**src/rtl/wsu_pkg.sv**
```systemverilog
// shared types and constants for the websocket frame unmasker
package wsu_pkg;

    localparam logic [6:0] LEN_MASK  = 7'h7F;
    localparam logic [6:0] LEN_EXT16 = 7'd126;
    localparam logic [6:0] LEN_EXT64 = 7'd127;
    localparam logic [3:0] SKIP_EXT16 = 4'd2;
    localparam logic [3:0] SKIP_EXT64 = 4'd8;
    localparam logic [3:0] OPCODE_TEXT = 4'd1;

    localparam logic KIND_PAYLOAD = 1'b0;
    localparam logic KIND_CLOSE   = 1'b1;

    typedef enum logic [5:0] {
        PH_HDR0 = 6'b000001,
        PH_HDR1 = 6'b000010,
        PH_EXT  = 6'b000100,
        PH_KEY  = 6'b001000,
        PH_DATA = 6'b010000,
        PH_DROP = 6'b100000
    } phase_t;

    typedef struct packed {
        logic [7:0] payload_byte;
        logic       kind;
        logic       last_of_payload;
    } result_t;

endpackage

```
**src/rtl/websocket_frame_unmasker_core.sv**
```systemverilog
// top level of the websocket frame unmasker
//
// input channel s_*: one received byte per request in s_tdata, s_tlast on the
// last byte of a message. each message carries one frame: a text frame with
// the mask bit set and a nonzero length has its extended length and key
// consumed, and every following byte goes out unmasked until s_tlast.
// an unmasked text frame gives a single close request (m_tuser = 1, data 0)
// on its second header byte; other frames are dropped without output.
// output channel m_*: unmasked byte in m_tdata, m_tuser says payload or
// close request, m_tlast marks the last payload byte of the message.
// each accepted byte's result is registered and shows on m_* in the cycle after; the block
// takes one byte every cycle while the receiver takes each result, set by the single result register.
// when the receiver stalls, the held result stays and s_tready drops until it
// is taken; header bytes that give no result still need that register free.
// synchronous active-low reset returns the parser to the first header byte
// and empties the result register.
module websocket_frame_unmasker_core
    import wsu_pkg::*;
(
    input  logic       aclk,
    input  logic       aresetn,
    input  logic       s_tvalid,
    output logic       s_tready,
    input  logic [7:0] s_tdata,   // rx_byte
    input  logic       s_tlast,   // end_of_message
    output logic       m_tvalid,
    input  logic       m_tready,
    output logic [7:0] m_tdata,   // payload_byte
    output logic       m_tuser,   // kind
    output logic       m_tlast    // last_of_payload
);

    logic    req_accept;
    logic    res_valid;
    logic    stage_free;
    result_t res;
    result_t m_res;

    assign s_tready   = stage_free;
    assign req_accept = s_tvalid && stage_free;

    wsu_parser u_parser (
        .aclk           (aclk),
        .aresetn        (aresetn),
        .req_accept     (req_accept),
        .rx_byte        (s_tdata),
        .end_of_message (s_tlast),
        .res_valid      (res_valid),
        .res            (res)
    );

    wsu_out_stage u_out_stage (
        .aclk       (aclk),
        .aresetn    (aresetn),
        .res_valid  (res_valid),
        .res        (res),
        .stage_free (stage_free),
        .m_tvalid   (m_tvalid),
        .m_tready   (m_tready),
        .m_res      (m_res)
    );

    assign m_tdata = m_res.payload_byte;
    assign m_tuser = m_res.kind;
    assign m_tlast = m_res.last_of_payload;

endmodule

```
**src/rtl/wsu_parser.sv**
```systemverilog
// frame header parser, key capture and payload unmasking
module wsu_parser
    import wsu_pkg::*;
(
    input  logic       aclk,
    input  logic       aresetn,
    input  logic       req_accept,
    input  logic [7:0] rx_byte,
    input  logic       end_of_message,
    output logic       res_valid,
    output result_t    res
);

    phase_t      phase_reg, phase_next;
    logic [3:0]  skip_left_reg, skip_left_next;
    logic [31:0] mask_key_reg, mask_key_next;
    logic [1:0]  key_pos_reg, key_pos_next;
    logic        text_frame_reg, text_frame_next;

    logic [6:0]  len;
    logic [3:0]  skip_dec;
    logic [7:0]  key_byte;

    assign len      = rx_byte[6:0] & LEN_MASK;
    assign skip_dec = skip_left_reg - 4'd1;
    assign key_byte = mask_key_reg[{key_pos_reg, 3'd0} +: 8];

    always_comb begin
        phase_next      = phase_reg;
        skip_left_next  = skip_left_reg;
        mask_key_next   = mask_key_reg;
        key_pos_next    = key_pos_reg;
        text_frame_next = text_frame_reg;
        res_valid       = 1'b0;
        res.payload_byte    = 8'd0;
        res.kind            = KIND_PAYLOAD;
        res.last_of_payload = 1'b0;

        case (phase_reg)
            PH_HDR0: begin
                text_frame_next = (rx_byte[3:0] == OPCODE_TEXT);
                phase_next      = PH_HDR1;
            end
            PH_HDR1: begin
                if (!text_frame_reg) begin
                    phase_next = PH_DROP;
                end else if (!rx_byte[7]) begin
                    res_valid  = req_accept;
                    res.kind   = KIND_CLOSE;
                    phase_next = PH_DROP;
                end else if (len == 7'd0) begin
                    phase_next = PH_DROP;
                end else if (len == LEN_EXT16) begin
                    skip_left_next = SKIP_EXT16;
                    phase_next     = PH_EXT;
                end else if (len == LEN_EXT64) begin
                    skip_left_next = SKIP_EXT64;
                    phase_next     = PH_EXT;
                end else begin
                    key_pos_next = 2'd0;
                    phase_next   = PH_KEY;
                end
            end
            PH_EXT: begin
                skip_left_next = skip_dec;
                if (skip_dec == 4'd0) begin
                    key_pos_next = 2'd0;
                    phase_next   = PH_KEY;
                end
            end
            PH_KEY: begin
                for (int i = 0; i < 4; i++) begin
                    if (key_pos_reg == 2'(i)) begin
                        mask_key_next[i*8 +: 8] = rx_byte;
                    end
                end
                if (key_pos_reg == 2'd3) begin
                    phase_next = PH_DATA;
                end
                key_pos_next = key_pos_reg + 2'd1;
            end
            PH_DATA: begin
                res_valid           = req_accept;
                res.payload_byte    = rx_byte ^ key_byte;
                res.last_of_payload = end_of_message;
                key_pos_next        = key_pos_reg + 2'd1;
            end
            default: begin
            end
        endcase

        if (end_of_message) begin
            phase_next     = PH_HDR0;
            key_pos_next   = 2'd0;
            skip_left_next = 4'd0;
        end
    end

    always_ff @(posedge aclk) begin
        if (!aresetn) begin
            phase_reg      <= PH_HDR0;
            skip_left_reg  <= 4'd0;
            mask_key_reg   <= 32'd0;
            key_pos_reg    <= 2'd0;
            text_frame_reg <= 1'b0;
        end else if (req_accept) begin
            phase_reg      <= phase_next;
            skip_left_reg  <= skip_left_next;
            mask_key_reg   <= mask_key_next;
            key_pos_reg    <= key_pos_next;
            text_frame_reg <= text_frame_next;
        end
    end

`ifndef SYNTHESIS
    a_phase_onehot: assert property (@(posedge aclk) disable iff (!aresetn)
        $onehot(phase_reg))
        else $error("phase register not one-hot");

    a_skip_only_in_ext: assert property (@(posedge aclk) disable iff (!aresetn)
        (phase_reg != PH_EXT) |-> (skip_left_reg == 4'd0))
        else $error("skip count left over outside extended length");

    a_close_from_hdr1: assert property (@(posedge aclk) disable iff (!aresetn)
        (res_valid && res.kind == KIND_CLOSE) |-> (phase_reg == PH_HDR1 && text_frame_reg))
        else $error("close request outside second header byte");

    a_payload_from_data: assert property (@(posedge aclk) disable iff (!aresetn)
        (res_valid && res.kind == KIND_PAYLOAD) |-> (phase_reg == PH_DATA))
        else $error("payload byte outside data phase");
`endif

endmodule

```
**src/rtl/wsu_out_stage.sv**
```systemverilog
// result register between the parser and the output channel
module wsu_out_stage
    import wsu_pkg::*;
(
    input  logic    aclk,
    input  logic    aresetn,
    input  logic    res_valid,
    input  result_t res,
    output logic    stage_free,
    output logic    m_tvalid,
    input  logic    m_tready,
    output result_t m_res
);

    logic    valid_reg;
    result_t res_reg;

    assign stage_free = !valid_reg || m_tready;
    assign m_tvalid   = valid_reg;
    assign m_res      = res_reg;

    always_ff @(posedge aclk) begin
        if (!aresetn) begin
            valid_reg <= 1'b0;
        end else if (stage_free) begin
            valid_reg <= res_valid;
        end
    end

    always_ff @(posedge aclk) begin
        if (stage_free && res_valid) begin
            res_reg <= res;
        end
    end

endmodule
```
**config.mk**
```make
export PLATFORM = sky130hd
export DESIGN_NAME = websocket_frame_unmasker_core
export DESIGN_NICKNAME = d
export VERILOG_FILES = /design/src/rtl/wsu_pkg.sv /design/src/rtl/websocket_frame_unmasker_core.sv /design/src/rtl/wsu_parser.sv /design/src/rtl/wsu_out_stage.sv
export SDC_FILE = /design/constraint.sdc
export NUM_CORES = 1
export LEC_CHECK = 0
export BUFFER_PORTS_ARGS = -buffer_cell sky130_fd_sc_hd__buf_2
export CAP_MARGIN = 20
export CORE_MARGIN = 5
export CORE_UTILIZATION = 44
export CTS_BUF_LIST = sky130_fd_sc_hd__clkbuf_8
export DETAILED_ROUTE_END_ITERATION = 8
export PLACE_DENSITY_LB_ADDON = 0.12
export SYNTH_ARGS = -nofsm -noshare
export SYNTH_HDL_FRONTEND = slang
export SYNTH_SLANG_ARGS = --single-unit
export TNS_END_PERCENT = 20
```
**constraint.sdc**
```tcl
create_clock -name aclk -period 7 [get_ports aclk]
set_input_delay 1.4 -clock aclk [delete_from_list [all_inputs] [get_ports aclk]]
set_output_delay 1.4 -clock aclk [all_outputs]
set_load 0.02 [all_outputs]
```
---- Word level (Yosys, flattened, before mapping) ----
Cells that the tools add are included.
Widths: inputs -> output; s select.
word-level totals
  bits in registers ....................... 56
  input port bits ......................... 13
  output and inout port bits .............. 12
  logic and storage cells ................. 83
cells by class
  add/subtract/negate cells ............... 2
  equality and inequality tests ........... 19
  shift-type cells ........................ 1
  mux-type cells .......................... 28
  bitwise operators ....................... 1
  reductions and logical operators ........ 20
operators by type and width
  cell                number
  $mux 6              6
  $mux 4              8
  $shiftx 32x6->8     1
  $pmux 6 s4          1
  $eq 7x7->1 const B  2
  $mux 2              7
  $ne 3x3->1 const B  4
  $reduce_and 3->1    4
  $ne 3x2->1 const B  3
  $pmux 4 s2          1
  $reduce_and 8->1    1
  $xor 8x8->8         1
  $logic_not 7->1     1
  $eq 6x1->1 const B  1
  $eq 6x2->1 const B  1
  $eq 6x3->1 const B  1
  $eq 6x4->1 const B  1
  $eq 6x5->1 const B  1
  $pmux 2 s3          1
  $reduce_and 6->1    1
  $reduce_bool 5->1   1
  $eq 2x2->1 const B  2
  $eq 4x1->1 const B  1
  $logic_not 4->1     1
  other kinds (15)    19

---- Longest topological paths before layout ----
  depth in word-level cells ............... 8
  mapped depth ............................ 7
  depth with buffers taken out ............ 7

---- Cells and area by module ----
From an unflattened synthesis, not the netlist that was laid out.
second synthesis, totals
  cell total of the unflattened synthesis .. 279
  area, all modules ....................... 2984.1 um2
modules (own cells, without submodules)
  module                         instances  cells an instance  area each (um2)  seq. area each (um2)
  wsu_parser                     1          263                2620.0           900.9
  wsu_out_stage                  1          15                 357.8            320.3
  websocket_frame_unmasker_core  1          1                  6.3              0.0

---- Least setup slack after synthesis ----
OpenSTA, ideal clock, no wires.
  path type ............................... input-to-output
  start ................................... input m_tready
  end ..................................... output s_tready
  arrival time ............................ 1.642 ns
  data required time ...................... 5.600 ns
  setup slack ............................. 3.958 ns
  cell stages on the path ................. 1
  path buffers ............................ 0
  cells stage by stage .................... nand2b_1
on the way
  longest elaborated chain between the ends .. 1
ends and longest elaborated chain
  element           line                                 source
  from (decl)       websocket_frame_unmasker_core.sv:27  input logic m_tready,
  $logic_or 1x1->1  wsu_out_stage.sv:18                  assign stage_free = !valid_reg || m_tready;
  to (decl)         websocket_frame_unmasker_core.sv:23  output logic s_tready,
No other way between the ends.

---- Final worst setup path ----
Same ends and word-level chain as after synthesis.

==> impl_metrics.csv <==
group,metric,value,unit
global_routing,globalRouteMet1Util,22.7,%
sta,hold_viol,0,
global_routing,globalRoute.totalOverflow,0,
clock_network,numCtsBuffers,5,
min_path,hold_class,"register to register",
pwr,ir_worst_vdd,0.0856,mV
yosys,synth.yosys.warnings,0,
finish,nNetsFinal,309,
yosys,asyncSetResetFlopFracSynth,0,%
clock_network,clk_latency,310,ps
placement,portBuffers,24,
sta,final_period_minus_worst_setup_slack,3230,ps
sta,grt_setup_unrepaired,"false",
global_routing,grt_most_used_layer,"met2",
finish,largest_reg_flops,32,
detailed_routing,postRouteWirelength,5.74,mm
sta,slew_headroom,37.9,%
floorplan,core_region_area,0.00603,mm^2
pwr,power_per_cell_area,180,mW/mm^2
detailed_routing,wl_per_cell,15.7,um
global_routing,grt_pass1_wl,9.69,mm
yosys,netlist_top_cells_count,"sky130_fd_sc_hd__nor2_1 (47), sky130_fd_sc_hd__dfxtp_1 (46), sky130_fd_sc_hd__mux2i_1 (39), sky130_fd_sc_hd__nand2_1 (17), sky130_fd_sc_hd__clkbuf_1 (12)",
detailed_routing,route.vias.total,1989,
global_routing,grt_max_degree,38,
yosys,synth_most_common_cell,"sky130_fd_sc_hd__nor2_1",
yosys,syn-instance-count,276,
critical_path,critPathArrivalTime,1830,ps
detailed_routing,drt_iter0_drc,116,
floorplan,die_w,89.3,um
yosys,synth_largest_area_cell,"sky130_fd_sc_hd__dfxtp_1",
global_routing,antenna_violations_before_repair,0,
sta,clock-skew-final,6.84,ps
clock_network,cts-hold-fix-buffers,0,
clock_network,cts_tree,"built",
clock_network,post_cts_buffers,0,
detailed_routing,first_pass_iters,4,
clock_network,htree_levels,2,
placement,place_congestion,0.835,
finish,signed_area_change_from_the_synthesized_netlist_to_the_final_layout,8.55,%
yosys,yosysSeqAreaShare,44.2,%
status,run_status,"completed",
yosys,synth.distinct_cells,45,
placement,post-dp-hpwl,4.03,mm
critical_path,worst-setup-path-type,"input port to output pin",
detailed_routing,drcViolationCount,0,
sta,drv_slew,0,
global_routing,first_global_vias,1972,
yosys,yosysTopAreaCellShare,33.3,%
floorplan,die_area,0.00797,mm^2
yosys,mappedNetlistArea,0.00277,mm^2
critical_path,timing.critical_path.required,5600,ps
clock_network,clock_tree.root_cell,"sky130_fd_sc_hd__clkbuf_8",
critical_path,timing.critical_path.fanout_max,4,
finish,fillers,597,
detailed_routing,drtAntennaViolNets,0,
clock_network,total_of_cells_resized_after_clock_tree_synthesis,0,
sta,fin_tns_setup,0,ps
global_routing,globalRouteMet2Util,24.1,%
global_routing,use_met3,4.24,%
clock_network,cts_buffer_depth,2,
finish,proportion_of_layout_cells_with_a_drive_suffix_above_1,16.5,%
clock_network,cts_num_sinks,56,
min_path,hold-path-cell-count,2,
sta,max_clock_freq,0.310,GHz
yosys,synth-edff-count,10,
clock_network,worst_setup_hold_path_clk_slew,90,ps
sta,worst_slew_pin_slew,931,ps
critical_path,critPathLaunchType,"input port",
detailed_routing,route.detailed.vias_per_inst,5.43,
yosys,netlist_top_cells_area,"sky130_fd_sc_hd__dfxtp_1 (33%), sky130_fd_sc_hd__mux2i_1 (14%), sky130_fd_sc_hd__edfxtp_1 (11%)",
job,drv_cap,0,
floorplan,pin_count,25,
yosys,synth_ff_type,"sky130_fd_sc_hd__dfxtp_1",
yosys,post_synth.cell_area_avg,10.0,um^2
global_routing,grt_usage,15.8,%
floorplan,initial_utilization,45.9,%
pwr,leakage_power,1.32,nW
yosys,mappedNetlistNets,295,
pwr,finalPower,0.000541,W
critical_path,rr_worst_depth,4,
yosys,ys_ff_latch,56,
sta,finalSetupViolations,0,
floorplan,num_rows,28,
finish,antenna_cells,0,
critical_path,regToRegSetupSlack,4320,ps
sta,min_period_over_period,46.1,%
floorplan,die-height,89.3,um
critical_path,worstSetupEndpointType,"output pin",
[cells by family after synthesis]
logic type,share of synthesized area [%]
AO/OA/AOI/OAI,8.46
adder cells (fa/ha/maj),2.71
XOR/XNOR,3.17
multiplexers,20.6
AND/OR/NAND/NOR,17.1
buffers and inverters,3.76
flip-flops,44.2
[report_power, final]
part	switching (W)	internal [W]	total (W)
Clock	0.000106	0.0000700	0.000176
Sequential	0.00000205	0.000328	0.000330
Combinational	0.0000239	0.0000119	0.0000359
Total	0.000132	0.000410	0.000541
[worst max-delay path, stage by stage]
cell	delay, ps
sky130_fd_sc_hd__buf_2	90
sky130_fd_sc_hd__nand2b_1	170
sky130_fd_sc_hd__buf_2	170
[final cells by class]
type	instances	area [um^2]	area share [%]
flip-flops and latches	56	1220	40.7
well taps	75	93.8	3.13
clock buffers	5	68.8	2.29
repair buffers	24	120	4.00
inverters	10	37.5	1.25
multi-input cells	193	1440	48.0
clock inverters	3	20.0	0.667
[metal layers]
metal  up-vias  wire length, um
met5         -                0
met4         0               41
met3         4              238
met2        38             2520
met1       946             2940
li1       1001                -
[stage by stage]
step / setup WS (ps) / hold WS [ps] / util (%) / area [um^2] / cells
floorplan: 3960 / 458 / - / 2770 / 276
global placement: 3780 / 473 / 48.3 / 2910 / 358
detailed placement: 3770 / 484 / 48.3 / 2910 / 358
CTS: 3770 / 506 / 49.8 / 3000 / 366
global route: 3710 / 532 / 49.8 / 3000 / 366
finish: 3770 / 503 / 49.8 / 3000 / 366
[final timing paths]
path,from,to
worst min-delay path,u_parser.skip_left_reg[1]$_SDFFE_PN0P_,u_parser.skip_left_reg[1]$_SDFFE_PN0P_
worst max register to register,u_parser.phase_reg[5]$_SDFFE_PN0P_,u_out_stage.m_res[5]$_SDFFCE_PP0P_
worst max-delay path,m_tready,s_tready
worst min register to register,u_parser.skip_left_reg[1]$_SDFFE_PN0P_,u_parser.skip_left_reg[1]$_SDFFE_PN0P_
[cell usage in the layout (no fill, tap or decap), types with 2 or more instances in the layout]
master / netlist / layout
sky130_fd_sc_hd__nor3_1: 4 / 4
sky130_fd_sc_hd__or4_1: 3 / 3
sky130_fd_sc_hd__o21a_1: 2 / 2
sky130_fd_sc_hd__clkbuf_8: 0 / 5
sky130_fd_sc_hd__mux2i_1: 39 / 39
sky130_fd_sc_hd__and2_1: 2 / 2
sky130_fd_sc_hd__buf_2: 2 / 24
sky130_fd_sc_hd__nand3_1: 5 / 5
sky130_fd_sc_hd__edfxtp_1: 10 / 10
sky130_fd_sc_hd__a21oi_1: 6 / 6
sky130_fd_sc_hd__nor2b_1: 2 / 2
sky130_fd_sc_hd__o21ai_0: 8 / 8
sky130_fd_sc_hd__nand4_1: 3 / 3
sky130_fd_sc_hd__nand2_1: 17 / 17
sky130_fd_sc_hd__a211o_1: 2 / 2
sky130_fd_sc_hd__inv_1: 9 / 10
sky130_fd_sc_hd__dfxtp_1: 46 / 46
sky130_fd_sc_hd__nand2b_1: 3 / 3
sky130_fd_sc_hd__mux4_2: 8 / 8
sky130_fd_sc_hd__and3_2: 2 / 2
sky130_fd_sc_hd__a221oi_1: 2 / 2
sky130_fd_sc_hd__ha_1: 6 / 6
sky130_fd_sc_hd__nor4_1: 4 / 4
sky130_fd_sc_hd__nor2_1: 47 / 47
sky130_fd_sc_hd__xnor2_1: 9 / 9
sky130_fd_sc_hd__a221o_1: 2 / 2
No activity file was read; power rests on OpenSTA's default activity.
